## config.mk

```make
export PLATFORM = sky130hd
export DESIGN_NAME = des_keysched
export DESIGN_NICKNAME = d
export VERILOG_FILES = /design/src/rtl/des_pkg.sv /design/src/rtl/des_keysched.sv
export SDC_FILE = /design/constraint.sdc
export NUM_CORES = 1
export LEC_CHECK = 0
export BUFFER_PORTS_ARGS = -buffer_cell sky130_fd_sc_hd__buf_2
export CORE_AREA = 2 2 325 327
export DETAILED_ROUTE_END_ITERATION = 6
export DIE_AREA = 0 0 327 329
export HOLD_SLACK_MARGIN = 0.08
export MAX_ROUTING_LAYER = met4
export PLACE_DENSITY = 0.56
export SLEW_MARGIN = 20
export SYNTH_ARGS = -nofsm -noshare
export SYNTH_HDL_FRONTEND = slang
export SYNTH_SLANG_ARGS = --single-unit
```

## constraint.sdc

```tcl
create_clock -name clk -period 1.45 [get_ports clk]
set_clock_uncertainty 0.1 [all_clocks]
set_input_delay 0.29 -clock clk [delete_from_list [all_inputs] [get_ports clk]]
set_output_delay 0.29 -clock clk [all_outputs]
set_load 0.03 [all_outputs]
```

## src/rtl/des_pkg.sv

```systemverilog
`timescale 1ns / 1ps
`default_nettype none
// ---------------------------------------------------------------------------
// DES package
// Permutation tables, S-boxes and round helpers shared by the cipher modules.
// ---------------------------------------------------------------------------
package des_pkg;

  localparam int unsigned ROUNDS = 16;

  localparam logic CFG_IDX_KEY = 1'b0;
  localparam logic CFG_IDX_DIR = 1'b1;

  typedef logic [63:0] block_t;
  typedef logic [55:0] cd_t;
  typedef logic [47:0] subkey_t;

  typedef struct packed {
    logic [31:0] l;
    logic [31:0] r;
  } half_pair_t;

  typedef logic [7:0] pos_t;

  localparam pos_t TAB_IP [64] = '{
    58,50,42,34,26,18,10,2, 60,52,44,36,28,20,12,4,
    62,54,46,38,30,22,14,6, 64,56,48,40,32,24,16,8,
    57,49,41,33,25,17,9,1,  59,51,43,35,27,19,11,3,
    61,53,45,37,29,21,13,5, 63,55,47,39,31,23,15,7};

  localparam pos_t TAB_IP_INV [64] = '{
    40,8,48,16,56,24,64,32, 39,7,47,15,55,23,63,31,
    38,6,46,14,54,22,62,30, 37,5,45,13,53,21,61,29,
    36,4,44,12,52,20,60,28, 35,3,43,11,51,19,59,27,
    34,2,42,10,50,18,58,26, 33,1,41,9,49,17,57,25};

  localparam pos_t TAB_E [48] = '{
    32,1,2,3,4,5, 4,5,6,7,8,9, 8,9,10,11,12,13, 12,13,14,15,16,17,
    16,17,18,19,20,21, 20,21,22,23,24,25, 24,25,26,27,28,29, 28,29,30,31,32,1};

  localparam pos_t TAB_P [32] = '{
    16,7,20,21,29,12,28,17, 1,15,23,26,5,18,31,10,
    2,8,24,14,32,27,3,9,    19,13,30,6,22,11,4,25};

  localparam pos_t TAB_PC1 [56] = '{
    57,49,41,33,25,17,9,1, 58,50,42,34,26,18,10,2,
    59,51,43,35,27,19,11,3, 60,52,44,36,
    63,55,47,39,31,23,15,7, 62,54,46,38,30,22,14,6,
    61,53,45,37,29,21,13,5, 28,20,12,4};

  localparam pos_t TAB_PC2 [48] = '{
    14,17,11,24,1,5, 3,28,15,6,21,10, 23,19,12,4,26,8, 16,7,27,20,13,2,
    41,52,31,37,47,55, 30,40,51,45,33,48, 44,49,39,56,34,53, 46,42,50,36,29,32};

  // Cumulative left rotation of C and D after each round.
  localparam logic [4:0] TAB_ROT_SUM [16] = '{
    1,2,4,6,8,10,12,14,15,17,19,21,23,25,27,28};

  localparam logic [3:0] TAB_SBOX [8][64] = '{
    '{14,4,13,1,2,15,11,8,3,10,6,12,5,9,0,7,
      0,15,7,4,14,2,13,1,10,6,12,11,9,5,3,8,
      4,1,14,8,13,6,2,11,15,12,9,7,3,10,5,0,
      15,12,8,2,4,9,1,7,5,11,3,14,10,0,6,13},
    '{15,1,8,14,6,11,3,4,9,7,2,13,12,0,5,10,
      3,13,4,7,15,2,8,14,12,0,1,10,6,9,11,5,
      0,14,7,11,10,4,13,1,5,8,12,6,9,3,2,15,
      13,8,10,1,3,15,4,2,11,6,7,12,0,5,14,9},
    '{10,0,9,14,6,3,15,5,1,13,12,7,11,4,2,8,
      13,7,0,9,3,4,6,10,2,8,5,14,12,11,15,1,
      13,6,4,9,8,15,3,0,11,1,2,12,5,10,14,7,
      1,10,13,0,6,9,8,7,4,15,14,3,11,5,2,12},
    '{7,13,14,3,0,6,9,10,1,2,8,5,11,12,4,15,
      13,8,11,5,6,15,0,3,4,7,2,12,1,10,14,9,
      10,6,9,0,12,11,7,13,15,1,3,14,5,2,8,4,
      3,15,0,6,10,1,13,8,9,4,5,11,12,7,2,14},
    '{2,12,4,1,7,10,11,6,8,5,3,15,13,0,14,9,
      14,11,2,12,4,7,13,1,5,0,15,10,3,9,8,6,
      4,2,1,11,10,13,7,8,15,9,12,5,6,3,0,14,
      11,8,12,7,1,14,2,13,6,15,0,9,10,4,5,3},
    '{12,1,10,15,9,2,6,8,0,13,3,4,14,7,5,11,
      10,15,4,2,7,12,9,5,6,1,13,14,0,11,3,8,
      9,14,15,5,2,8,12,3,7,0,4,10,1,13,11,6,
      4,3,2,12,9,5,15,10,11,14,1,7,6,0,8,13},
    '{4,11,2,14,15,0,8,13,3,12,9,7,5,10,6,1,
      13,0,11,7,4,9,1,10,14,3,5,12,2,15,8,6,
      1,4,11,13,12,3,7,14,10,15,6,8,0,5,9,2,
      6,11,13,8,1,4,10,7,9,5,0,15,14,2,3,12},
    '{13,2,8,4,6,15,11,1,10,9,3,14,5,0,12,7,
      1,15,13,8,10,3,7,4,12,5,6,11,0,14,9,2,
      7,11,4,1,9,12,14,2,0,6,10,13,15,3,5,8,
      2,1,14,7,4,10,8,13,15,12,9,0,3,5,6,11}};

  function automatic block_t perm_ip(input block_t v);
    block_t o;
    for (int i = 0; i < 64; i++) o[63-i] = v[64 - int'(TAB_IP[i])];
    return o;
  endfunction

  function automatic block_t perm_ip_inv(input block_t v);
    block_t o;
    for (int i = 0; i < 64; i++) o[63-i] = v[64 - int'(TAB_IP_INV[i])];
    return o;
  endfunction

  function automatic cd_t perm_pc1(input block_t v);
    cd_t o;
    for (int i = 0; i < 56; i++) o[55-i] = v[64 - int'(TAB_PC1[i])];
    return o;
  endfunction

  function automatic subkey_t perm_pc2(input cd_t v);
    subkey_t o;
    for (int i = 0; i < 48; i++) o[47-i] = v[56 - int'(TAB_PC2[i])];
    return o;
  endfunction

  // Both 28-bit halves rotated left by n bits.
  function automatic cd_t rot_cd(input cd_t v, input int unsigned n);
    logic [55:0] cc;
    logic [55:0] dd;
    cc = {v[55:28], v[55:28]} << n;
    dd = {v[27:0], v[27:0]} << n;
    return {cc[55:28], dd[55:28]};
  endfunction

  function automatic logic [31:0] feistel(input logic [31:0] r, input subkey_t k);
    logic [47:0] x;
    logic [31:0] f;
    logic [31:0] o;
    logic [5:0]  six;
    for (int i = 0; i < 48; i++) x[47-i] = r[32 - int'(TAB_E[i])];
    x = x ^ k;
    for (int b = 0; b < 8; b++) begin
      six = x[47-6*b -: 6];
      f[31-4*b -: 4] = TAB_SBOX[b][{six[5], six[0], six[4:1]}];
    end
    for (int i = 0; i < 32; i++) o[31-i] = f[32 - int'(TAB_P[i])];
    return o;
  endfunction

endpackage
`default_nettype wire

```

## src/rtl/des_keysched.sv

```systemverilog
`timescale 1ns / 1ps
`default_nettype none
// ---------------------------------------------------------------------------
// DES key schedule
// Registers the sixteen subkeys of the configured key, in round order for
// encryption and reversed for decryption.
// ---------------------------------------------------------------------------
module des_keysched
  import des_pkg::*;
(
  input  wire logic    clk,
  input  wire block_t  key,
  input  wire logic    decrypt,
  output subkey_t      subkey [ROUNDS]
);

  cd_t     cd0;
  subkey_t sub_nxt [ROUNDS];
  subkey_t sub_r   [ROUNDS];

  always_comb begin
    cd0 = perm_pc1(key);
    for (int i = 0; i < ROUNDS; i++) begin
      // Stage i takes the subkey of round i, or of round 15 - i when decrypting.
      sub_nxt[i] =
        perm_pc2(rot_cd(cd0, int'(TAB_ROT_SUM[decrypt ? (ROUNDS - 1 - i) : i])));
    end
  end

  always_ff @(posedge clk) begin
    sub_r <= sub_nxt;
  end

  assign subkey = sub_r;

endmodule
`default_nettype wire

```

==> metrics.cfg, run 1 <==
[yosys]
synth_area_leaders = dfxtp_1 (61%), mux2_2 (34%), buf_6 (2.9%), clkbuf_1 (2.0%), buf_2 (0.35%)
synth.top_cell.area_share_pct = 60.52
postSynthAreaPerCell_um2 = 14.39
syn-instance-count = 1765
ys_seq_area_share_pct = 60.52
yosysTopAreaCell = dfxtp_1
ys_types = 8
ys_ff_latch = 768
syn_nets = 1831
synthesis.area_um2 = 25400
yosys_warnings = 0

[die]
coreArea_um2 = 104400
ios = 834
die_w_um = 327
fp.dieArea_um2 = 107600
start_util_pct = 24.34
die_y_um = 329
std_cell_rows = 119

[clock_tree]
clock-sinks = 768
htree_levels = 3
cts_tree = built
path_clk_slew_ns = 0.06
root_buffer = clkbuf_16
numCtsBuffers = 82
post_cts.repair.setup_buffers = 0
clock_path_buffers = 3

[worst_setup_path]
arrival_ns = 1.18
critPathKind = register to primary output
path_max_fanout = 1
crit_path_end_kind = primary output
critPathRequiredTime_ns = 1.06
worstPathCellList = buf_6
critPathTopFamily = flip-flops
worst-path-buf-inv = 1
critPathLaunchType = register
cp_slowest_cell = dfxtp_4
max_stage_delay_ns = 0.39

[sta]
fmax_ghz = 0.6376
setup_ws_ns = -0.1184
setup_viol = 1001
hold_viol = 0
maxSlewHeadroom_pct = 39.00
post-route-period-util_pct = 108.2
fin_crit_ns = 1.568
rsz0062_at_grt = yes
hold_ws_ns = 0.2388
maxSlewViolCount = 0
worst-slew-pin-transition_ns = 0.9151

[status]
status = complete, but fails checks
violations = setup timing

[routing]
drt-met1-wl_um = 36350
routed.top_layer = met4
firstDrtPassIters = 4
first_iter_violations = 818
drc = 0
via_per_inst = 4.206
wl_met3_um = 7346
wl_per_cell_um = 22.49
met2RoutedLength_um = 43910
routed_wl_um = 89610
ant_nets = 0
vias = 16762

[hold_path]
timing.hold.worst.class = input port to register

[global_routing]
grt_pass1_vias = 17432
grt_max_degree = 39
track_usage_pct = 16.23
grt_pass1_wl_um = 124800
antenna_found_initial = 5
grt_overflow = 0

[place]
dp_hpwl_um = 56130
io_buffers = 825
place.gp.congestion = 0.7517

[pwr]
powerDensity_nw_per_um2 = 1416
power_mw = 55.93
irDropWorstVdd_mv = 1.006
leakagePower_nw = 16.25

[layout]
area_growth_pct = 55.50
fin_nets = 2596
finish.utilization_pct = 37.85
largest_reg_flops = 768
layout-drive-gt1-share_pct = 98.42

[job]
maxCapViolCount = 0

## cells in the final DEF, fill, tap and decap left out
| cell | count |
|---|---|
| mux2_2 | 766 |
| clkbuf_8 | 16 |
| diode_2 | 5 |
| buf_12 | 34 |
| inv_6 | 5 |
| buf_2 | 56 |
| clkinv_2 | 8 |
| clkbuf_16 | 83 |
| buf_16 | 2 |
| inv_16 | 3 |
| clkinvlp_4 | 1 |
| mux2_1 | 2 |
| buf_8 | 3 |
| clkinv_16 | 1 |
| dfxtp_4 | 3 |
| bufinv_16 | 3 |
| dfxtp_2 | 765 |
| clkbuf_1 | 24 |
| buf_4 | 29 |
| dlygate4sd3_1 | 15 |
| buf_6 | 770 |
## synth_stat cells (all sizes together)
cell / instances
clkbuf: 134
buf: 95
mux2: 768
dfxtp: 768
## power breakdown
part	internal [mW]	switching [mW]	total, mW
Clock	11.9	8.80	20.7
Combinational	4.96	6.26	11.2
Sequential	23.2	0.831	24.0
Total	40.0	15.9	55.9
## metrics by stage
step | cells | area, µm² | setup WS, ns | setup TNS (ns)
floorplan | 1765 | 25400 | 0.1612 | 0
global placement | 3821 | 30870 | -0.07635 | -17.35
detailed placement | 3821 | 30870 | -0.07993 | -17.81
CTS | 3979 | 39440 | -0.1905 | -78.21
global route | 3980 | 39490 | -0.1764 | -73.23
finish | 3985 | 39500 | -0.1184 | -24.82
## metal layers
layer	vias up	global-route usage, %
met4	0	4.557
met5	-	-
met3	120	5.420
met2	694	27.12
met1	8410	18.47
li1	7538	-
## layout make-up
type | instances | area [µm²]
antenna | 5 | 12.51
clock buffer | 122 | 2362
clock inverter | 21 | 271.5
fill | 9812 | 64870
multi-input combinational | 768 | 8648
sequential | 768 | 16340
tap | 1391 | 1740
timing repair buffer | 910 | 10120
## final timing paths
| check | from | endpoint | slack (ns) | cells past startpoint |
|---|---|---|---|---|
| max | subkey[277]$_DFF_P_ | subkey[277] | -0.12 | 1 |
| min | key[28] | subkey[27]$_DFF_P_ | 0.24 | 2 |
## what timing repair did
action | in CTS | in global routing
endpoints found under the setup margin | 768 | 792
gates cloned | 0 | 1
hold buffers | 15 | 0
endpoints found under the hold margin | 257 | 0
resized for setup | 2309 | 6
## kinds of logic (layout without fill, tap and decap cells)
kind of cell / Yosys count / count (layout) / synth area share [%]
muxes: 768 / 768 / 34.04
other: 0 / 5 / 0
buffers and inverters: 229 / 1053 / 5.437
DFF: 768 / 768 / 60.52
Note: power is estimated with default switching activity, not from simulation.
==> inputs of run 2 (changes only) <==
ABC_AREA = 1   (was unset)
CORE_AREA = 2 2 324 326   (was 2 2 325 327)
DIE_AREA = 0 0 326 328   (was 0 0 327 329)
PLACE_DENSITY = 0.51   (was 0.56)
==> metrics.cfg, run 2 <==
[yosys]
synth_area_leaders = dfxtp_1 (79%), nand2_1 (16%), buf_2 (2.6%), nand2_2 (1.6%), buf_4 (0.54%)  ; was dfxtp_1 (61%), mux2_2 (34%), buf_6 (2.9%), clkbuf_1 (2.0%), buf_2 (0.35%)
syn-instance-count = 1773  ; was 1765
synthArstFlopShare_pct = 0  ; unchanged
post-synth-top-count-cell = nand2_1  ; was dfxtp_1
synth.top_cell.area_share_pct = 78.78  ; was 60.52%
ys_ff_latch = 768  ; unchanged
yosysTopAreaCell = dfxtp_1  ; unchanged
synthesis.area_um2 = 19520  ; was 25400 µm²
muxShareOfSynthArea_pct = 0  ; was 34.04%
synthTopCellsByCount = nand2_1 (831), dfxtp_1 (768), buf_2 (101)  ; was dfxtp_1 (768), mux2_2 (766), clkbuf_1 (134)
postSynthAreaPerCell_um2 = 11.01  ; was 14.39 µm²
ys_types = 7  ; was 8
synth_edf_count = 0  ; unchanged
synth-main-ff-cell = dfxtp_1  ; unchanged
ys_seq_area_share_pct = 78.78  ; was 60.52%
synthAdderAreaFrac_pct = 0  ; unchanged
syn_nets = 1839  ; was 1831
synth_top_family_by_area = simple AND/OR/NAND/NOR gates  ; was multiplexers
yosys_warnings = 0  ; unchanged
synth_xor_area_share_pct = 0  ; unchanged
synth_simple_gate_area_share_pct = 17.55  ; was 0%
synth_compound_area_share_pct = 0  ; unchanged

[worst_setup_path]
critPathKind = register to primary output  ; unchanged
crit_start = subkey[734]$_DFF_P_  ; was subkey[277]$_DFF_P_
critPathRequiredTime_ns = 1.06  ; about the same
worst-path-buf-inv = 1  ; unchanged
crit_path_end_kind = primary output  ; unchanged
critPathTopFamily = flip-flops  ; unchanged
crit_end = subkey[734]  ; was subkey[277]
max_stage_delay_ns = 0.44  ; was 0.39 ns
cp_slowest_cell = dfxtp_4  ; unchanged
path_max_fanout = 1  ; unchanged
cp.depth = 1  ; unchanged
worstPathCellList = buf_8  ; was buf_6
arrival_ns = 1.22  ; was 1.18 ns
critPathLaunchType = register  ; unchanged

[hold_path]
timing.hold.worst.class = input port to register  ; unchanged

[pwr]
p_int_mw = 39.59  ; was 40.03 mW
irDropWorstVdd_mv = 1.102  ; was 1.006 mV
clockPowerShare_pct = 37.6  ; was 37.0%
p_sw_share_pct = 28.14  ; was 28.43%
power_mw = 55.09  ; was 55.93 mW
pwr-share-seq_pct = 43.6  ; was 42.9%
pwr-share-comb_pct = 18.8  ; was 20.1%
powerDensity_nw_per_um2 = 1527  ; was 1416 nW/µm²
power.switching_mw = 15.51  ; was 15.90 mW
leakagePower_nw = 17.91  ; was 16.25 nW

[clock_tree]
numCtsBuffers = 78  ; was 82
root_buffer = clkbuf_16  ; unchanged
path_clk_slew_ns = 0.06  ; about the same
htree_levels = 3  ; unchanged
cts_tree = built  ; unchanged
clock-sinks = 768  ; unchanged
clock_path_buffers = 3  ; unchanged

[sta]
hold_ws_ns = 0.2128  ; was 0.2388 ns
maxSlewViolCount = 0  ; unchanged
rsz0062_at_grt = yes  ; unchanged
tns_ns = -7.882  ; was -24.82 ns
setup_ws_ns = -0.1628  ; was -0.1184 ns
setup_viol = 633  ; was 1001
fmax_ghz = 0.6200  ; was 0.6376 GHz
post-route-period-util_pct = 111.2  ; was 108.2%
worst-slew-pin-transition_ns = 0.3324  ; was 0.9151 ns
maxSlewHeadroom_pct = 77.76  ; was 39.00%
hold_viol = 0  ; unchanged
fin_crit_ns = 1.613  ; was 1.568 ns

[routing]
routed_wl_um = 85210  ; was 89610 µm
first_iter_violations = 844  ; was 818
wl_per_cell_um = 20.27  ; was 22.49 µm
firstDrtPassIters = 5  ; was 4
via_per_inst = 3.759  ; was 4.206
drc = 0  ; unchanged
ant_nets = 0  ; unchanged
vias = 15801  ; was 16762

[global_routing]
grt_max_degree = 55  ; was 39
grt_overflow = 0  ; unchanged
antenna_found_initial = 3  ; was 5
grt_pass1_wl_um = 118800  ; was 124800 µm
track_usage_pct = 15.77  ; was 16.23%
grt_pass1_vias = 16708  ; was 17432

[layout]
design_area_um2 = 36070  ; was 39500 µm²
layout_common_cells = nand2_1 (830), dfxtp_2 (760), buf_6 (755)  ; was buf_6 (770), mux2_2 (766), dfxtp_2 (765)
layout.cells.most_common = nand2_1  ; was buf_6
layout-drive-gt1-share_pct = 67.41  ; was 98.42%
area_growth_pct = 84.83  ; was 55.50%
largest_reg_flops = 768  ; unchanged
fin_nets = 2825  ; was 2596

[die]
die_y_um = 328  ; was 329 µm
ios = 834  ; unchanged
fp.dieArea_um2 = 106900  ; was 107600 µm²
die_w_um = 326  ; was 327 µm
std_cell_rows = 118  ; was 119
start_util_pct = 18.91  ; was 24.34%
coreArea_um2 = 103200  ; was 104400 µm²

[status]
status = complete, but fails checks  ; unchanged
violations = setup timing  ; unchanged

[place]
io_buffers = 825  ; unchanged
placed_cell_area_um2 = 26860  ; was 30870 µm²
place.gp.congestion = 0.7891  ; was 0.7517
dp_hpwl_um = 59690  ; was 56130 µm

[job]
maxCapViolCount = 0  ; unchanged

run 2: changes by cell type after synthesis, sizes merged:
cell / delta
nand2: +880
mux2: -768
clkbuf: -134
buf: +29
inv: +1
run 2: through the flow:
step	utilization, %	std cells	setup WS (ns)
detailed placement	26.03	3983	0.01616
CTS	34.88	4193	-0.2391
finish	34.95	4203	-0.1628
global route	34.95	4203	-0.2334
global placement	26.03	3983	0.01962
floorplan	-	1773	0.3132
run 2: repair_timing:
item | in CTS | in global routing
hold buffers | 70 | 0
endpoints found under the hold margin | 768 | 0
pin swaps | 0 | 0
gates resized for setup | 2326 | 5
setup buffers | 0 | 7
setup endpoints to repair | 768 | 776
run 2: cell type report:
cell class	count	area, µm²
Clock buffer	107	2172
Multi-Input combinational cell	880	3428
Sequential cell	768	16360
Clock inverter	34	444.2
Antenna cell	3	7.507
Fill cell	9942	67130
Inverter	1	5.005
Timing Repair Buffer	1030	11930
Tap cell	1380	1727
run 2: kinds of logic (layout without fill, tap and decap cells):
| group | count (synthesis) | in the layout |
|---|---|---|
| buffers and inverters | 125 | 1172 |
| flip-flops | 768 | 768 |
| other | 0 | 3 |
| AND/OR/NAND/NOR | 880 | 880 |
run 2: routing by layer:
| metal | up-vias | part of all wire [%] | global-route usage [%] |
|---|---|---|---|
| met5 | - | 0 | - |
| met4 | 0 | 2.4 | 4.819 |
| met3 | 106 | 7.3 | 4.463 |
| met2 | 698 | 51 | 27.23 |
| met1 | 7728 | 39 | 17.59 |
| li1 | 7269 | - | - |
run 2: how the worst min path moves through the flow:
stage / startpoint / to / slack (ns) / depth (start not counted)
2_1_floorplan: key[25] / subkey[0]$_DFF_P_ / 0.31 / 2
3_3_place_gp: key[15] / subkey[24]$_DFF_P_ / 0.45 / 3
3_5_place_dp: key[15] / subkey[24]$_DFF_P_ / 0.46 / 3
4_1_cts: decrypt / subkey[82]$_DFF_P_ / 0.15 / 4
5_1_grt: decrypt / subkey[82]$_DFF_P_ / 0.21 / 4
6_report: decrypt / subkey[57]$_DFF_P_ / 0.21 / 5
run 2: power by group through the flow:
stage	sequential, mW	clock (mW)	combinational [mW]
after floorplan	27.2	0	1.19
after global placement	23.7	0	8.15
after detailed placement	23.7	0	8.18
after CTS	24.0	21.1	10.3
after global routing	24.2	22.0	10.7
final	24.0	20.7	10.4
==> inputs of run 3 (changes only) <==
CORE_AREA = 5 5 318 320   (was 2 2 324 326)
DIE_AREA = 0 0 323 325   (was 0 0 326 328)
PLACE_DENSITY = 0.52   (was 0.51)
==> metrics.cfg, run 3 (synthesis gave the netlist of run 2 again) <==
[die]
fp.dieArea_um2 = 105000  ; was 106900 µm²
die_w_um = 323  ; was 326 µm
coreArea_um2 = 97840  ; was 103200 µm²
start_util_pct = 19.95  ; was 18.91%
std_cell_rows = 115  ; was 118
ios = 834  ; unchanged
die_y_um = 325  ; was 328 µm

[routing]
firstDrtPassIters = 5  ; unchanged
first_iter_violations = 861  ; was 844
routed_wl_um = 84840  ; was 85210 µm
ant_nets = 0  ; unchanged
via_per_inst = 3.859  ; was 3.759
wl_per_cell_um = 20.75  ; was 20.27 µm
vias = 15777  ; was 15801
drc = 0  ; unchanged

[worst_setup_path]
cp_slowest_cell = dfxtp_4  ; unchanged
max_stage_delay_ns = 0.40  ; was 0.44 ns
worstPathCellList = buf_6  ; was buf_8
critPathTopFamily = flip-flops  ; unchanged
crit_path_end_kind = primary output  ; unchanged
worst-path-buf-inv = 1  ; unchanged
critPathLaunchType = register  ; unchanged
critPathRequiredTime_ns = 1.06  ; about the same
critPathKind = register to primary output  ; unchanged
arrival_ns = 1.19  ; was 1.22 ns
path_max_fanout = 1  ; unchanged

[status]
status = complete, but fails checks  ; unchanged
violations = setup timing  ; unchanged

[place]
dp_hpwl_um = 60350  ; was 59690 µm
place_ws_ns = -0.09569  ; was 0.01616 ns
place.gp.congestion = 0.7752  ; was 0.7891
io_buffers = 825  ; unchanged

[sta]
maxSlewViolCount = 0  ; unchanged
fmax_ghz = 0.6344  ; was 0.6200 GHz
hold_viol = 0  ; unchanged
fin_crit_ns = 1.576  ; was 1.613 ns
worst-slew-pin-transition_ns = 0.4338  ; was 0.3324 ns
setup_viol = 752  ; was 633
rsz0062_at_grt = yes  ; unchanged
maxSlewHeadroom_pct = 70.98  ; was 77.76%
post-route-period-util_pct = 108.7  ; was 111.2%
setup_ws_ns = -0.1263  ; was -0.1628 ns

[layout]
largest_reg_flops = 768  ; unchanged
nFillCells = 9305  ; was 9942
area_growth_pct = 83.13  ; was 84.83%
layout.cells.most_common = nand2_1  ; unchanged
multi_input_area_um2 = 3428  ; unchanged
layout_common_cells = nand2_1 (830), dfxtp_2 (764), buf_6 (756)  ; was nand2_1 (830), dfxtp_2 (760), buf_6 (755)
finish.utilization_pct = 36.53  ; was 34.95%
layout-drive-gt1-share_pct = 67.20  ; was 67.41%
seq_area_um2 = 16350  ; was 16360 µm²
fin_nets = 2805  ; was 2825

[pwr]
powerDensity_nw_per_um2 = 1543  ; was 1527 nW/µm²
power_mw = 55.15  ; was 55.09 mW
irDropWorstVdd_mv = 1.013  ; was 1.102 mV
leakagePower_nw = 17.81  ; was 17.91 nW

[clock_tree]
root_buffer = clkbuf_16  ; unchanged
path_clk_slew_ns = 0.06  ; about the same
htree_levels = 3  ; unchanged
clock-sinks = 768  ; unchanged
numCtsBuffers = 78  ; unchanged
cts_tree = built  ; unchanged
clock_path_buffers = 3  ; unchanged

[global_routing]
grt_max_degree = 30  ; was 55
antenna_found_initial = 1  ; was 3
grt_pass1_wl_um = 119000  ; was 118800 µm
track_usage_pct = 15.98  ; was 15.77%
grt_pass1_vias = 16682  ; was 16708
grt_overflow = 0  ; unchanged

[job]
maxCapViolCount = 0  ; unchanged

[hold_path]
timing.hold.worst.class = input port to register  ; unchanged

## run 3: cell types whose count changed in the layout (fill, tap and decap cells not counted), sizes merged, moves of 2 or more
cell	change
inv	+2
clkinv	-3
clkbuf	+6
buf	-16
dlygate4sd3	-4
clkinvlp	-5
## run 3: area by class of cell
| type | instances | share of cell area [%] |
|---|---|---|
| flip-flops and latches | 768 | 45.73 |
| repair buffers | 1010 | 32.73 |
| multi-input cells | 880 | 9.592 |
| clock buffers | 113 | 6.256 |
| well taps | 1287 | 4.506 |
| clock inverters | 27 | 1.162 |
| diodes | 2 | 0.01400 |
| inverters | 1 | 0.01050 |
## run 3: repair_timing
| action | CTS | global route |
|---|---|---|
| setup buffers | 0 | 10 |
| cloned | 0 | 0 |
| resized for setup | 2322 | 3 |
| hold buffers | 66 | 0 |
| hold endpoints to repair | 766 | 0 |
| endpoints found under the setup margin | 768 | 772 |
## run 3: metal layers
metal / track usage [%] / share of wire [%] / vias up
li1: - / - / 7225
met4: 7.184 / 4.1 / 0
met1: 17.54 / 39 / 7613
met5: - / 0 / -
met3: 4.884 / 8.0 / 177
met2: 26.69 / 49 / 762
## run 3: through the flow
step	cell area [µm²]	setup TNS, ns	hold WS, ns	instances
finish	35740	-17.37	0.2189	4088
global route	35740	-70.35	0.2087	4087
CTS	35660	-67.17	0.1690	4076
detailed placement	26510	-5.217	0.4899	3870
global placement	26510	-2.676	0.4903	3870
floorplan	19520	0	0.3146	1773
## run 3: final timing paths
path	startpoint	end	cells past startpoint	slack, ns
max	subkey[11]$_DFF_P_	subkey[11]	1	-0.13
min	decrypt	subkey[670]$_DFF_P_	5	0.22
## run 3: power breakdown
part / switching (mW) / internal (mW)
registers: 0.856 / 23.2
logic: 6.11 / 4.21
clock network: 8.56 / 12.2
total: 15.5 / 39.6
