`src/rtl/des_pkg.sv`:
```
`timescale 1ns / 1ps
`default_nettype none
// ---------------------------------------------------------------------------
// DES package
// Permutation tables, S-boxes and round helpers shared by the cipher modules.
// ---------------------------------------------------------------------------
package des_pkg;

  localparam int unsigned ROUNDS = 16;

  localparam logic CFG_IDX_KEY = 1'b0;
  localparam logic CFG_IDX_DIR = 1'b1;

  typedef logic [63:0] block_t;
  typedef logic [55:0] cd_t;
  typedef logic [47:0] subkey_t;

  typedef struct packed {
    logic [31:0] l;
    logic [31:0] r;
  } half_pair_t;

  typedef logic [7:0] pos_t;

  localparam pos_t TAB_IP [64] = '{
    58,50,42,34,26,18,10,2, 60,52,44,36,28,20,12,4,
    62,54,46,38,30,22,14,6, 64,56,48,40,32,24,16,8,
    57,49,41,33,25,17,9,1,  59,51,43,35,27,19,11,3,
    61,53,45,37,29,21,13,5, 63,55,47,39,31,23,15,7};

  localparam pos_t TAB_IP_INV [64] = '{
    40,8,48,16,56,24,64,32, 39,7,47,15,55,23,63,31,
    38,6,46,14,54,22,62,30, 37,5,45,13,53,21,61,29,
    36,4,44,12,52,20,60,28, 35,3,43,11,51,19,59,27,
    34,2,42,10,50,18,58,26, 33,1,41,9,49,17,57,25};

  localparam pos_t TAB_E [48] = '{
    32,1,2,3,4,5, 4,5,6,7,8,9, 8,9,10,11,12,13, 12,13,14,15,16,17,
    16,17,18,19,20,21, 20,21,22,23,24,25, 24,25,26,27,28,29, 28,29,30,31,32,1};

  localparam pos_t TAB_P [32] = '{
    16,7,20,21,29,12,28,17, 1,15,23,26,5,18,31,10,
    2,8,24,14,32,27,3,9,    19,13,30,6,22,11,4,25};

  localparam pos_t TAB_PC1 [56] = '{
    57,49,41,33,25,17,9,1, 58,50,42,34,26,18,10,2,
    59,51,43,35,27,19,11,3, 60,52,44,36,
    63,55,47,39,31,23,15,7, 62,54,46,38,30,22,14,6,
    61,53,45,37,29,21,13,5, 28,20,12,4};

  localparam pos_t TAB_PC2 [48] = '{
    14,17,11,24,1,5, 3,28,15,6,21,10, 23,19,12,4,26,8, 16,7,27,20,13,2,
    41,52,31,37,47,55, 30,40,51,45,33,48, 44,49,39,56,34,53, 46,42,50,36,29,32};

  // Cumulative left rotation of C and D after each round.
  localparam logic [4:0] TAB_ROT_SUM [16] = '{
    1,2,4,6,8,10,12,14,15,17,19,21,23,25,27,28};

  localparam logic [3:0] TAB_SBOX [8][64] = '{
    '{14,4,13,1,2,15,11,8,3,10,6,12,5,9,0,7,
      0,15,7,4,14,2,13,1,10,6,12,11,9,5,3,8,
      4,1,14,8,13,6,2,11,15,12,9,7,3,10,5,0,
      15,12,8,2,4,9,1,7,5,11,3,14,10,0,6,13},
    '{15,1,8,14,6,11,3,4,9,7,2,13,12,0,5,10,
      3,13,4,7,15,2,8,14,12,0,1,10,6,9,11,5,
      0,14,7,11,10,4,13,1,5,8,12,6,9,3,2,15,
      13,8,10,1,3,15,4,2,11,6,7,12,0,5,14,9},
    '{10,0,9,14,6,3,15,5,1,13,12,7,11,4,2,8,
      13,7,0,9,3,4,6,10,2,8,5,14,12,11,15,1,
      13,6,4,9,8,15,3,0,11,1,2,12,5,10,14,7,
      1,10,13,0,6,9,8,7,4,15,14,3,11,5,2,12},
    '{7,13,14,3,0,6,9,10,1,2,8,5,11,12,4,15,
      13,8,11,5,6,15,0,3,4,7,2,12,1,10,14,9,
      10,6,9,0,12,11,7,13,15,1,3,14,5,2,8,4,
      3,15,0,6,10,1,13,8,9,4,5,11,12,7,2,14},
    '{2,12,4,1,7,10,11,6,8,5,3,15,13,0,14,9,
      14,11,2,12,4,7,13,1,5,0,15,10,3,9,8,6,
      4,2,1,11,10,13,7,8,15,9,12,5,6,3,0,14,
      11,8,12,7,1,14,2,13,6,15,0,9,10,4,5,3},
    '{12,1,10,15,9,2,6,8,0,13,3,4,14,7,5,11,
      10,15,4,2,7,12,9,5,6,1,13,14,0,11,3,8,
      9,14,15,5,2,8,12,3,7,0,4,10,1,13,11,6,
      4,3,2,12,9,5,15,10,11,14,1,7,6,0,8,13},
    '{4,11,2,14,15,0,8,13,3,12,9,7,5,10,6,1,
      13,0,11,7,4,9,1,10,14,3,5,12,2,15,8,6,
      1,4,11,13,12,3,7,14,10,15,6,8,0,5,9,2,
      6,11,13,8,1,4,10,7,9,5,0,15,14,2,3,12},
    '{13,2,8,4,6,15,11,1,10,9,3,14,5,0,12,7,
      1,15,13,8,10,3,7,4,12,5,6,11,0,14,9,2,
      7,11,4,1,9,12,14,2,0,6,10,13,15,3,5,8,
      2,1,14,7,4,10,8,13,15,12,9,0,3,5,6,11}};

  function automatic block_t perm_ip(input block_t v);
    block_t o;
    for (int i = 0; i < 64; i++) o[63-i] = v[64 - int'(TAB_IP[i])];
    return o;
  endfunction

  function automatic block_t perm_ip_inv(input block_t v);
    block_t o;
    for (int i = 0; i < 64; i++) o[63-i] = v[64 - int'(TAB_IP_INV[i])];
    return o;
  endfunction

  function automatic cd_t perm_pc1(input block_t v);
    cd_t o;
    for (int i = 0; i < 56; i++) o[55-i] = v[64 - int'(TAB_PC1[i])];
    return o;
  endfunction

  function automatic subkey_t perm_pc2(input cd_t v);
    subkey_t o;
    for (int i = 0; i < 48; i++) o[47-i] = v[56 - int'(TAB_PC2[i])];
    return o;
  endfunction

  // Both 28-bit halves rotated left by n bits.
  function automatic cd_t rot_cd(input cd_t v, input int unsigned n);
    logic [55:0] cc;
    logic [55:0] dd;
    cc = {v[55:28], v[55:28]} << n;
    dd = {v[27:0], v[27:0]} << n;
    return {cc[55:28], dd[55:28]};
  endfunction

  function automatic logic [31:0] feistel(input logic [31:0] r, input subkey_t k);
    logic [47:0] x;
    logic [31:0] f;
    logic [31:0] o;
    logic [5:0]  six;
    for (int i = 0; i < 48; i++) x[47-i] = r[32 - int'(TAB_E[i])];
    x = x ^ k;
    for (int b = 0; b < 8; b++) begin
      six = x[47-6*b -: 6];
      f[31-4*b -: 4] = TAB_SBOX[b][{six[5], six[0], six[4:1]}];
    end
    for (int i = 0; i < 32; i++) o[31-i] = f[32 - int'(TAB_P[i])];
    return o;
  endfunction

endpackage
`default_nettype wire

```
`src/rtl/des_round.sv`:
```
`timescale 1ns / 1ps
`default_nettype none
// ---------------------------------------------------------------------------
// DES round stage
// One Feistel round with its pipeline register; holds while stalled.
// ---------------------------------------------------------------------------
module des_round
  import des_pkg::*;
(
  input  wire logic       clk,
  input  wire logic       rst_n,
  input  wire logic       adv,
  input  wire logic       in_v,
  input  wire half_pair_t in_d,
  input  wire subkey_t    key,
  output logic            out_v,
  output half_pair_t      out_d
);

  logic       v_r;
  half_pair_t d_r;
  half_pair_t d_nxt;

  assign d_nxt.l = in_d.r;
  assign d_nxt.r = in_d.l ^ feistel(in_d.r, key);

  always_ff @(posedge clk) begin
    if (!rst_n) begin
      v_r <= 1'b0;
    end else if (adv) begin
      v_r <= in_v;
    end
  end

  always_ff @(posedge clk) begin
    if (adv) begin
      d_r <= d_nxt;
    end
  end

  assign out_v = v_r;
  assign out_d = d_r;

endmodule
`default_nettype wire

```
`config.mk`:
```
export PLATFORM = sky130hd
export DESIGN_NAME = des_round
export DESIGN_NICKNAME = d
export VERILOG_FILES = /design/src/rtl/des_pkg.sv /design/src/rtl/des_round.sv
export SDC_FILE = /design/constraint.sdc
export NUM_CORES = 1
export LEC_CHECK = 0
export BUFFER_PORTS_ARGS = -buffer_cell sky130_fd_sc_hd__buf_2
export CAP_MARGIN = 15
export CORE_AREA = 2 2 119 121
export CTS_CLUSTER_DIAMETER = 100
export CTS_CLUSTER_SIZE = 16
export DETAILED_ROUTE_END_ITERATION = 6
export DIE_AREA = 0 0 121 123
export HOLD_SLACK_MARGIN = 0.06
export PLACE_DENSITY_LB_ADDON = 0.3
export SETUP_SLACK_MARGIN = 0.15
export SLEW_MARGIN = 10
export SYNTH_ARGS = -nofsm -noshare
export SYNTH_HDL_FRONTEND = slang
export SYNTH_SLANG_ARGS = --single-unit
```
`constraint.sdc`:
```
create_clock -name clk -period 4.4 [get_ports clk]
set_clock_uncertainty 0.15 [all_clocks]
set_input_delay 1.32 -clock clk [delete_from_list [all_inputs] [get_ports clk]]
set_output_delay 1.32 -clock clk [all_outputs]
set_load 0.01 [all_outputs]
```
==> results.py, run 1 <==
metrics = {
    "worst_setup_path": {
        "crit_arrival_ps": 3510,
        "slowest_delay_ps": 490,
        "worst_setup_path_start_kind": "primary input",
        "cp_cell_sequence": "buf_2 -> xor2_2 -> ha_1 -> nor2_1 -> o31ai_1 -> mux4_2 -> xor2_1",
        "slowest_stage": "mux4_2",
        "crit_type": "primary input to flip-flop",
        "end_kind": "flip-flop",
        "cpLargestDelayFamily": "XOR/XNOR gates",
        "cp_max_fo": 12,
        "path_buf_inv": 1,
        "required_ps": 4340,
    },
    "clock_network": {
        "clkLatencyLatePin_ps": 340,
        "clk_pin_slew_ps": 60,
        "clk_path_buf_depth": 2,
        "cts_buffers": 9,
        "post-cts-setup-buffers": 0,
        "cts-root-buf": "clkbuf_16",
        "cts.htree.levels": 3,
        "tritoncts": "yes",
        "post_cts_resized": 0,
        "clkSinkCount": 65,
        "postCtsHoldBufs": 0,
    },
    "logic_synthesis": {
        "synth-simple-area-share_pct": 11.0,
        "synth_top_family_by_area": "compound AO/OA/AOI/OAI gates",
        "synth_ff_type": "edfxtp_1",
        "synthAdderAreaFrac_pct": 10.5,
        "syn_area_um2": 7410,
        "synth_compound_area_share_pct": 19.2,
        "synth-edff-count": 64,
        "yosysTopAreaCell": "edfxtp_1",
        "synth_area_leaders": "edfxtp_1, ha_1, mux4_2, xnor2_1, xor2_1",
        "synth.ff_latch_count": 65,
        "yosysSeqAreaShare_pct": 26.2,
        "synth_nets": 955,
        "synthMuxAreaShare_pct": 12.9,
        "postSynth.asyncResetShare_pct": 0,
        "syn_avg_cell_area_um2": 9.54,
        "syn-instance-count": 777,
        "synth_cell_types": 61,
        "yosysTopAreaCellShare_pct": 25.9,
        "yosys_warnings": 0,
        "synth-xor-area-share_pct": 16.1,
    },
    "status": {
        "status": "finished, final reports clean",
    },
    "global_route": {
        "grt_max_degree": 66,
        "grt.total_usage_pct": 24.4,
        "grt_pass1_wl_mm": 29.6,
        "grt_pass1_vias": 6376,
        "overflow": 0,
        "antenna_found_initial": 1,
    },
    "drt": {
        "wire_per_inst_um": 15.9,
        "dr.pass1.iters": 5,
        "drc_errors": 0,
        "drt-total-wl_mm": 18.5,
        "drt_iter0_drc": 829,
        "num_vias": 6928,
        "ant_nets": 0,
        "drt-vias-per-instance": 5.96,
    },
    "placed_design": {
        "place.gp.congestion": 0.927,
        "port_buffers": 180,
        "post-dp-hpwl_mm": 13.5,
    },
    "timing": {
        "finalHoldViolations": 0,
        "finalCritPeriodShare_pct": 81.0,
        "fmax_mhz": 281,
        "setup-tns-final_ps": 0,
        "hold_ws_ps": 370,
        "slew_viol_final": 0,
        "finalSetupViolCount": 0,
        "rsz0062_at_grt": "no",
        "max_slew_margin_pct": 40.8,
        "fin_crit_ps": 3570,
        "worstMarginPinSlew_ps": 888,
    },
    "power": {
        "peakVddDrop_uv": 182,
        "p_per_area_nw_per_um2": 329,
        "power.leakage_uw": 0.00377,
    },
    "cells_and_area": {
        "final_common_cell": "buf_2",
        "syn2layout_area_growth_pct": 21.8,
        "finalNetCount": 1155,
        "final_cell_mix": "buf_2, edfxtp_1, ha_1",
        "final_core_util_pct": 66.3,
        "drive_above_1_share_pct": 29.0,
    },
    "die": {
        "rows": 43,
        "coreArea_um2": 13600,
        "die-area_um2": 14900,
        "dieWidth_um": 121,
        "top_level_ports": 181,
        "die_y_um": 123,
        "initial_core_util_pct": 54.4,
    },
    "job": {
        "maxCapViolCount": 0,
    },
    "min_path": {
        "hp-class": "flip-flop to flip-flop",
    },
}
logic make-up after synthesis:
| family | after synthesis |
|---|---|
| and+or+nand+nor | 187 |
| adders and majority gates | 62 |
| muxes | 60 |
| buffers and inverters | 74 |
| AOI/OAI and AO/OA | 205 |
| xor gates and xnor gates | 124 |
| DFF | 65 |
report_power, final:
group          total, uW  switching (uW)  internal (uW)
combinational       1380             771            612
sequential           826            21.9            804
clock                759             291            468
total               2970            1080           1880
worst paths after layout:
path / cells after the start / end / slack [ps] / start
hold / removal: 2 / out_v$_SDFFE_PN0P_ / 370 / out_v$_SDFFE_PN0P_
setup / recovery: 7 / out_d[29]$_DFFE_PP_ / 830 / in_d[12]
hold reg to reg: 2 / out_v$_SDFFE_PN0P_ / 370 / out_v$_SDFFE_PN0P_
setup reg to reg: 2 / out_v$_SDFFE_PN0P_ / 3650 / out_v$_SDFFE_PN0P_
through the flow:
step                      std cells  power [uW]  area (um^2)  setup slack (ps)
after floorplan                 777        1790         7410               520
after global placement         1146        2180         8720               546
after detailed placement       1146        2200         8720               534
after CTS                      1162        2970         9020               882
after global routing           1162        3150         9020               667
final                          1163        2970         9030               835
cells in the mapped netlist, types with 5 or more instances:
cell type	count
o311ai_0	8
xor2_1	53
o22ai_1	7
inv_1	33
o221ai_1	5
ha_1	62
nor3_1	28
clkbuf_1	26
xnor2_1	61
a211oi_1	17
mux4_2	27
a31oi_1	12
buf_2	6
a221oi_1	7
nand2_1	55
o21ai_0	34
o2111ai_1	10
a311oi_1	7
a21oi_1	35
edfxtp_1	64
nand3_1	30
o211ai_1	31
o31ai_1	7
nor2_1	58
mux2i_1	30
area by class of cell:
type / instances / area [um^2]
Fill cell: 1121 / 4590
Clock buffer: 11 / 253
Multi-Input combinational cell: 638 / 5170
Sequential cell: 65 / 1940
Timing Repair Buffer: 225 / 1240
Clock inverter: 5 / 53.8
Antenna cell: 1 / 2.50
Inverter: 38 / 145
Tap cell: 180 / 225
worst reg2reg max path, cell delays in order, from the launching register on:
cell	delay, ps
dfxtp_1	300
mux2i_1	130
nor2b_1	60
registers in the layout (all words and copies together) (netlist names):
signal	flops
out_d	64
out_v	1
metal layers:
metal | global-route usage [%] | wire length [um] | vias up
met2 | 42.2 | 9390 | 270
met3 | 3.78 | 1090 | 37
li1 | - | - | 3334
met5 | 0 | 0 | -
met4 | 10.9 | 459 | 0
met1 | 30.0 | 7570 | 3287
Power figures use the tool's default switching activity.
==> inputs of run 2 (changes only) <==
- clock period: 4.4 -> 3.56 ns (I/O delays scaled with it)
==> run 2 against run 1 <==
  * Non-clock buffer count grew 33
  * Wire length grew 3.9%
  * Cell count grew 2.8%
  * Hold slack lost 6.4 ps
  * Sequential share of layout area shrank 0.58 points
  * Register-to-register slack lost 820 ps
  * First-iteration DRC count shrank 17%
  * Design area grew 2.8%
  * Sequential power grew 23%
  * Global-route usage grew 1.2 points
  * Power grew 24%
  * Critical path depth grew 2
==> results.py, run 2 (synthesized netlist as in run 1, its figures left out) <==
metrics = {
    "status": {
        "status": "finished, final reports clean",
    },
    "job": {
        "maxCapViolCount": 0,
    },
    "die": {
        "rows": 43,
        "die_y_um": 123,
        "initial_core_util_pct": 54.4,
        "dieWidth_um": 121,
        "coreArea_um2": 13600,
        "die-area_um2": 14900,
        "top_level_ports": 181,
    },
    "clock_network": {
        "tritoncts": "yes",
        "clkLatencyLatePin_ps": 330,
        "clk_path_buf_depth": 2,
        "cts-root-buf": "clkbuf_16",
        "cts.htree.levels": 3,
        "cts_buffers": 9,
        "clk_pin_slew_ps": 60,
        "post-cts-setup-buffers": 0,
        "postCtsHoldBufs": 0,
        "clkSinkCount": 65,
        "post_cts_resized": 0,
    },
    "power": {
        "power.leakage_uw": 0.00392,
        "p_per_area_nw_per_um2": 397,
        "peakVddDrop_uv": 238,
    },
    "cells_and_area": {
        "largest_reg_flops": 64,
        "fin_cells": 1195,
        "final_core_util_pct": 68.1,
        "finalNetCount": 1188,
        "final_cell_mix": "buf_2, buf_4, edfxtp_1",
        "syn2layout_area_growth_pct": 25.2,
        "final_common_cell": "buf_2",
        "drive_above_1_share_pct": 30.9,
        "n_antenna_cell": 0,
        "finish.instance_area_um2": 9280,
    },
    "worst_setup_path": {
        "crit_arrival_ps": 3020,
        "reg2reg_depth": 2,
        "slowest_delay_ps": 440,
        "worst_setup_path_start_kind": "primary input",
        "cp_max_fo": 7,
        "r2r_end": "out_v$_SDFFE_PN0P_",
        "required_ps": 3490,
        "cp_cell_sequence": "buf_2 -> xor2_1 -> inv_1 -> ha_1 -> nor2_1 -> nor2_1 -> a2111oi_0 -> a41oi_1 -> xnor2_1",
        "slowest_stage": "a2111oi_0",
        "ff2ff_setup_slack_ps": 2830,
        "path_common_cell": "nor2_1",
        "cpLargestDelayFamily": "XOR/XNOR gates",
        "end_kind": "flip-flop",
        "critPathLaunch": "key[8]",
        "crit_type": "primary input to flip-flop",
        "r2r-start": "out_v$_SDFFE_PN0P_",
        "path_depth": 9,
        "path_buf_inv": 2,
    },
    "timing": {
        "setup-tns-final_ps": 0,
        "finalHoldViolations": 0,
        "fmax_mhz": 324,
        "slew_viol_final": 0,
        "finalSetupViolCount": 0,
        "worstMarginPinSlew_ps": 893,
        "finalCritPeriodShare_pct": 86.8,
        "max_slew_margin_pct": 40.0,
        "rsz0062_at_grt": "no",
        "fin_crit_ps": 3090,
    },
    "min_path": {
        "min_to": "out_v$_SDFFE_PN0P_",
        "min_from": "out_v$_SDFFE_PN0P_",
        "hp-class": "flip-flop to flip-flop",
        "hold_depth": 2,
    },
    "drt": {
        "drt_iter0_drc": 689,
        "drc_errors": 0,
        "wire_per_inst_um": 16.1,
        "dr.pass1.iters": 5,
        "drt-total-wl_mm": 19.2,
        "drt-vias-per-instance": 5.90,
        "ant_nets": 0,
        "num_vias": 7049,
    },
    "global_route": {
        "grt_max_degree": 66,
        "antenna_found_initial": 1,
        "overflow": 0,
        "grt_pass1_vias": 6474,
        "grt.total_usage_pct": 25.5,
        "grt_pass1_wl_mm": 30.9,
    },
    "placed_design": {
        "port_buffers": 180,
        "post-dp-hpwl_mm": 14.4,
        "dp_cells": 1179,
        "post_dp_cell_area_um2": 9000,
        "place.gp.congestion": 0.934,
    },
}
## run 2: worst max-delay path by stage
stage | end | slack (ps)
after floorplan | out_d[24]$_DFFE_PP_ | 180
after global placement | out_d[29]$_DFFE_PP_ | 200
final | out_d[25]$_DFFE_PP_ | 470
after CTS | out_d[25]$_DFFE_PP_ | 510
after global routing | out_d[25]$_DFFE_PP_ | 210
after detailed placement | out_d[25]$_DFFE_PP_ | 160
## run 2: worst min-delay path: cells and delay by family (launching register included)
| kind | cells | cell delay (ps) |
|---|---|---|
| and+or+nand+nor | 1 | 90 |
| DFF | 1 | 320 |
| muxes | 1 | 60 |
## run 2: through the flow
step	power (uW)	setup WS (ps)	hold WS [ps]
floorplan	2220	185	388
finish	3680	470	363
detailed placement	2810	160	355
CTS	3690	505	368
global placement	2770	205	342
global route	3920	213	391
## run 2: area by class of cell
cell class,instances,area (um^2)
inverters,38,145
well taps,180,225
repair buffers,258,1500
fillers,1114,4340
flip-flops and latches,65,1940
multi-input cells,638,5180
clock buffers,11,233
clock inverters,5,46.3
## run 2: per-layer routing
metal / GRT usage, % / routed length, um / up-vias
li1: - / - / 3400
met1: 32.2 / 8020 / 3324
met2: 44.5 / 9560 / 293
met3: 4.66 / 1260 / 30
met4: 8.28 / 375 / 2
met5: 0 / 7 / -
## run 2: where the power goes
group          switching [uW]  internal, uW  total [uW]
registers                28.7           994        1020
clock network             333           534         868
logic                     978           814        1790
==> inputs of run 3 (changes only) <==
- ABC_AREA: default -> 1
- CORE_AREA: 2 2 119 121 -> 2 2 122 124
- CTS_CLUSTER_DIAMETER: 100 -> 40
- DIE_AREA: 0 0 121 123 -> 0 0 124 126
==> run 3 against run 2 <==
  * The run now ends with DRC left
  * Die area is 5.0% higher
  * Area after synthesis is 6.1% higher
  * Wire length is 7.4% higher
  * Clock power is 0.6% higher
  * Sequential share of layout area hardly changed
  * Critical path depth is 7 higher
  * Critical path type unchanged
  * Largest power group unchanged
==> results.py, run 3 <==
metrics = {
    "power": {
        "switching_share_pct": 38.4,
        "combPwrFrac_pct": 42.9,
        "clkPwrFrac_pct": 26.9,
        "p_switching_uw": 1250,
        "power.leakage_uw": 0.00529,
        "peakVddDrop_uv": 224,
        "p_per_area_nw_per_um2": 350,
        "seq_power_share_pct": 30.2,
        "p_int_uw": 2000,
    },
    "drt": {
        "drt-total-wl_mm": 20.6,
        "wire_per_inst_um": 12.4,
        "num_vias": 8815,
        "ant_nets": 0,
        "drt-vias-per-instance": 5.29,
        "drc_errors": 5,
        "dr.pass1.iters": 7,
        "drt_iter0_drc": 944,
    },
    "worst_setup_path": {
        "path_buf_inv": 4,
        "reg2reg_depth": 2,
        "cp_cell_sequence": "buf_2 -> inv_1 -> nand2_1 -> nand2_1 -> inv_1 -> ha_1 -> inv_1 -> nand2_1 -> nand2_1 -> nand2_1 -> nand3_1 -> nand2_1 -> nand2_1 -> nand2_1 -> nand2_1 -> nand2_1",
        "r2r-start": "out_v$_SDFFE_PN0P_",
        "crit_arrival_ps": 2770,
        "slowest_delay_ps": 350,
        "critPathLaunch": "in_d[9]",
        "cpLargestDelayFamily": "simple AND/OR/NAND/NOR gates",
        "crit_type": "primary input to flip-flop",
        "path_common_cell": "nand2_1",
        "cp_max_fo": 9,
        "crit_path_end": "out_d[21]$_DFFE_PP_",
        "slowest_stage": "ha_1",
        "worst_setup_path_start_kind": "primary input",
        "path_depth": 16,
        "ff2ff_setup_slack_ps": 2750,
        "r2r_end": "out_v$_SDFFE_PN0P_",
        "end_kind": "flip-flop",
        "required_ps": 3500,
    },
    "global_route": {
        "grt_pass1_wl_mm": 34.2,
        "grt_pass1_vias": 7779,
        "grt_max_degree": 67,
        "overflow": 0,
        "grt.total_usage_pct": 26.5,
        "antenna_found_initial": 0,
    },
    "timing": {
        "slew_viol_final": 0,
        "max_slew_margin_pct": 57.1,
        "fin_crit_ps": 2830,
        "finalHoldViolations": 0,
        "rsz0062_at_grt": "no",
        "finalCritPeriodShare_pct": 79.5,
        "fmax_mhz": 353,
        "worstMarginPinSlew_ps": 641,
        "setup-tns-final_ps": 0,
        "finalSetupViolCount": 0,
    },
    "cells_and_area": {
        "largest_reg_flops": 64,
        "n_antenna_cell": 0,
        "finish.instance_area_um2": 9280,
        "drive_above_1_share_pct": 15.9,
        "final_common_cell": "nand2_1",
        "final_cell_mix": "nand2_1, nand3_1, buf_2",
        "final_core_util_pct": 64.8,
        "finalNetCount": 1654,
        "syn2layout_area_growth_pct": 18.0,
        "nFillCells": 1328,
    },
    "die": {
        "rows": 44,
        "top_level_ports": 181,
        "initial_core_util_pct": 54.9,
        "die_y_um": 126,
        "dieWidth_um": 124,
        "coreArea_um2": 14300,
        "die-area_um2": 15600,
    },
    "clock_network": {
        "clk_path_buf_depth": 2,
        "tritoncts": "yes",
        "clkLatencyLatePin_ps": 330,
        "cts.htree.levels": 3,
        "clkSinkCount": 65,
        "post-cts-setup-buffers": 0,
        "cts_buffers": 9,
        "post_cts_resized": 0,
        "postCtsHoldBufs": 0,
        "cts-root-buf": "clkbuf_16",
        "clk_pin_slew_ps": 50,
    },
    "logic_synthesis": {
        "synth.most_common_cell": "nand2_1",
        "yosys_warnings": 0,
        "postSynth.asyncResetShare_pct": 0,
        "synth_ff_type": "edfxtp_1",
        "synth-edff-count": 64,
        "yosysTopAreaCellShare_pct": 30.1,
        "yosysSeqAreaShare_pct": 24.7,
        "syn_avg_cell_area_um2": 6.07,
        "yosys-top-cells-count": "nand2_1, nand3_1, inv_1",
        "synth_area_leaders": "nand2_1, edfxtp_1, nand3_1, ha_1, inv_1",
        "syn-instance-count": 1295,
        "syn_area_um2": 7860,
        "synth_nets": 1473,
        "synth.ff_latch_count": 65,
        "synth_cell_types": 22,
        "yosysTopAreaCell": "nand2_1",
    },
    "status": {
        "status": "complete, but fails checks",
        "violations": "DRC",
    },
    "placed_design": {
        "port_buffers": 180,
        "place.gp.congestion": 0.981,
        "post-dp-hpwl_mm": 15.9,
        "post_dp_cell_area_um2": 9000,
    },
    "job": {
        "maxCapViolCount": 0,
    },
    "min_path": {
        "hp-class": "flip-flop to flip-flop",
    },
}
## run 3: layout make-up
class,count,area [um^2],share of cell area [%]
tap,184,230,2.48
sequential,65,1940,20.9
clock buffer,12,236,2.55
clock inverter,4,43.8,0.472
timing repair buffer,200,1060,11.5
multi-input combinational,1064,5250,56.6
inverter,136,510,5.50
## run 3: worst min-delay path by stage
| stage | startpoint | endpoint | slack [ps] | depth (start not counted) |
|---|---|---|---|---|
| floorplan | out_v$_SDFFE_PN0P_ | out_v$_SDFFE_PN0P_ | 410 | 2 |
| global placement | out_v$_SDFFE_PN0P_ | out_v$_SDFFE_PN0P_ | 360 | 2 |
| detailed placement | out_v$_SDFFE_PN0P_ | out_v$_SDFFE_PN0P_ | 410 | 2 |
| CTS | out_v$_SDFFE_PN0P_ | out_v$_SDFFE_PN0P_ | 420 | 2 |
| global route | out_v$_SDFFE_PN0P_ | out_v$_SDFFE_PN0P_ | 470 | 2 |
| finish | out_v$_SDFFE_PN0P_ | out_v$_SDFFE_PN0P_ | 420 | 2 |
## run 3: worst min-delay path: cells and delay by family, from the launching register on
family | cells | cell delay [ps]
AOI/OAI and AO/OA | 2 | 210
DFF | 1 | 310
## run 3: routing by layer
layer,vias to the layer above,share of wire (%),track usage (%)
met5,-,0,0
met4,0,2.0,9.78
met3,37,8.3,5.25
met2,380,47,43.9
met1,3877,42,34.1
li1,4521,-,-
## run 3: cell families after synthesis
family / Yosys count / share of synthesized area [%]
AND/OR/NAND/NOR: 946 / 50.7
buffers and inverters: 166 / 8.50
flip-flops: 65 / 24.7
adder cells (fa/ha/maj): 62 / 9.86
XOR/XNOR: 31 / 4.60
AO/OA/AOI/OAI: 25 / 1.69
## run 3: through the flow
step           std cells  power [uW]  worst slack (ps)  hold WS [ps]
2_1_floorplan       1295        1960               764           405
3_3_place_gp        1649        2350               486           364
3_5_place_dp        1649        2370               400           409
4_1_cts             1665        3250               750           422
5_1_grt             1665        3510               506           472
6_report            1665        3250               729           417
## run 3: power groups by stage
stage	sequential (uW)	combinational, uW	clock [uW]
final	982	1390	873
after detailed placement	997	1380	0
after global routing	990	1590	929
after global placement	994	1350	0
after floorplan	1050	917	0
after CTS	982	1380	889
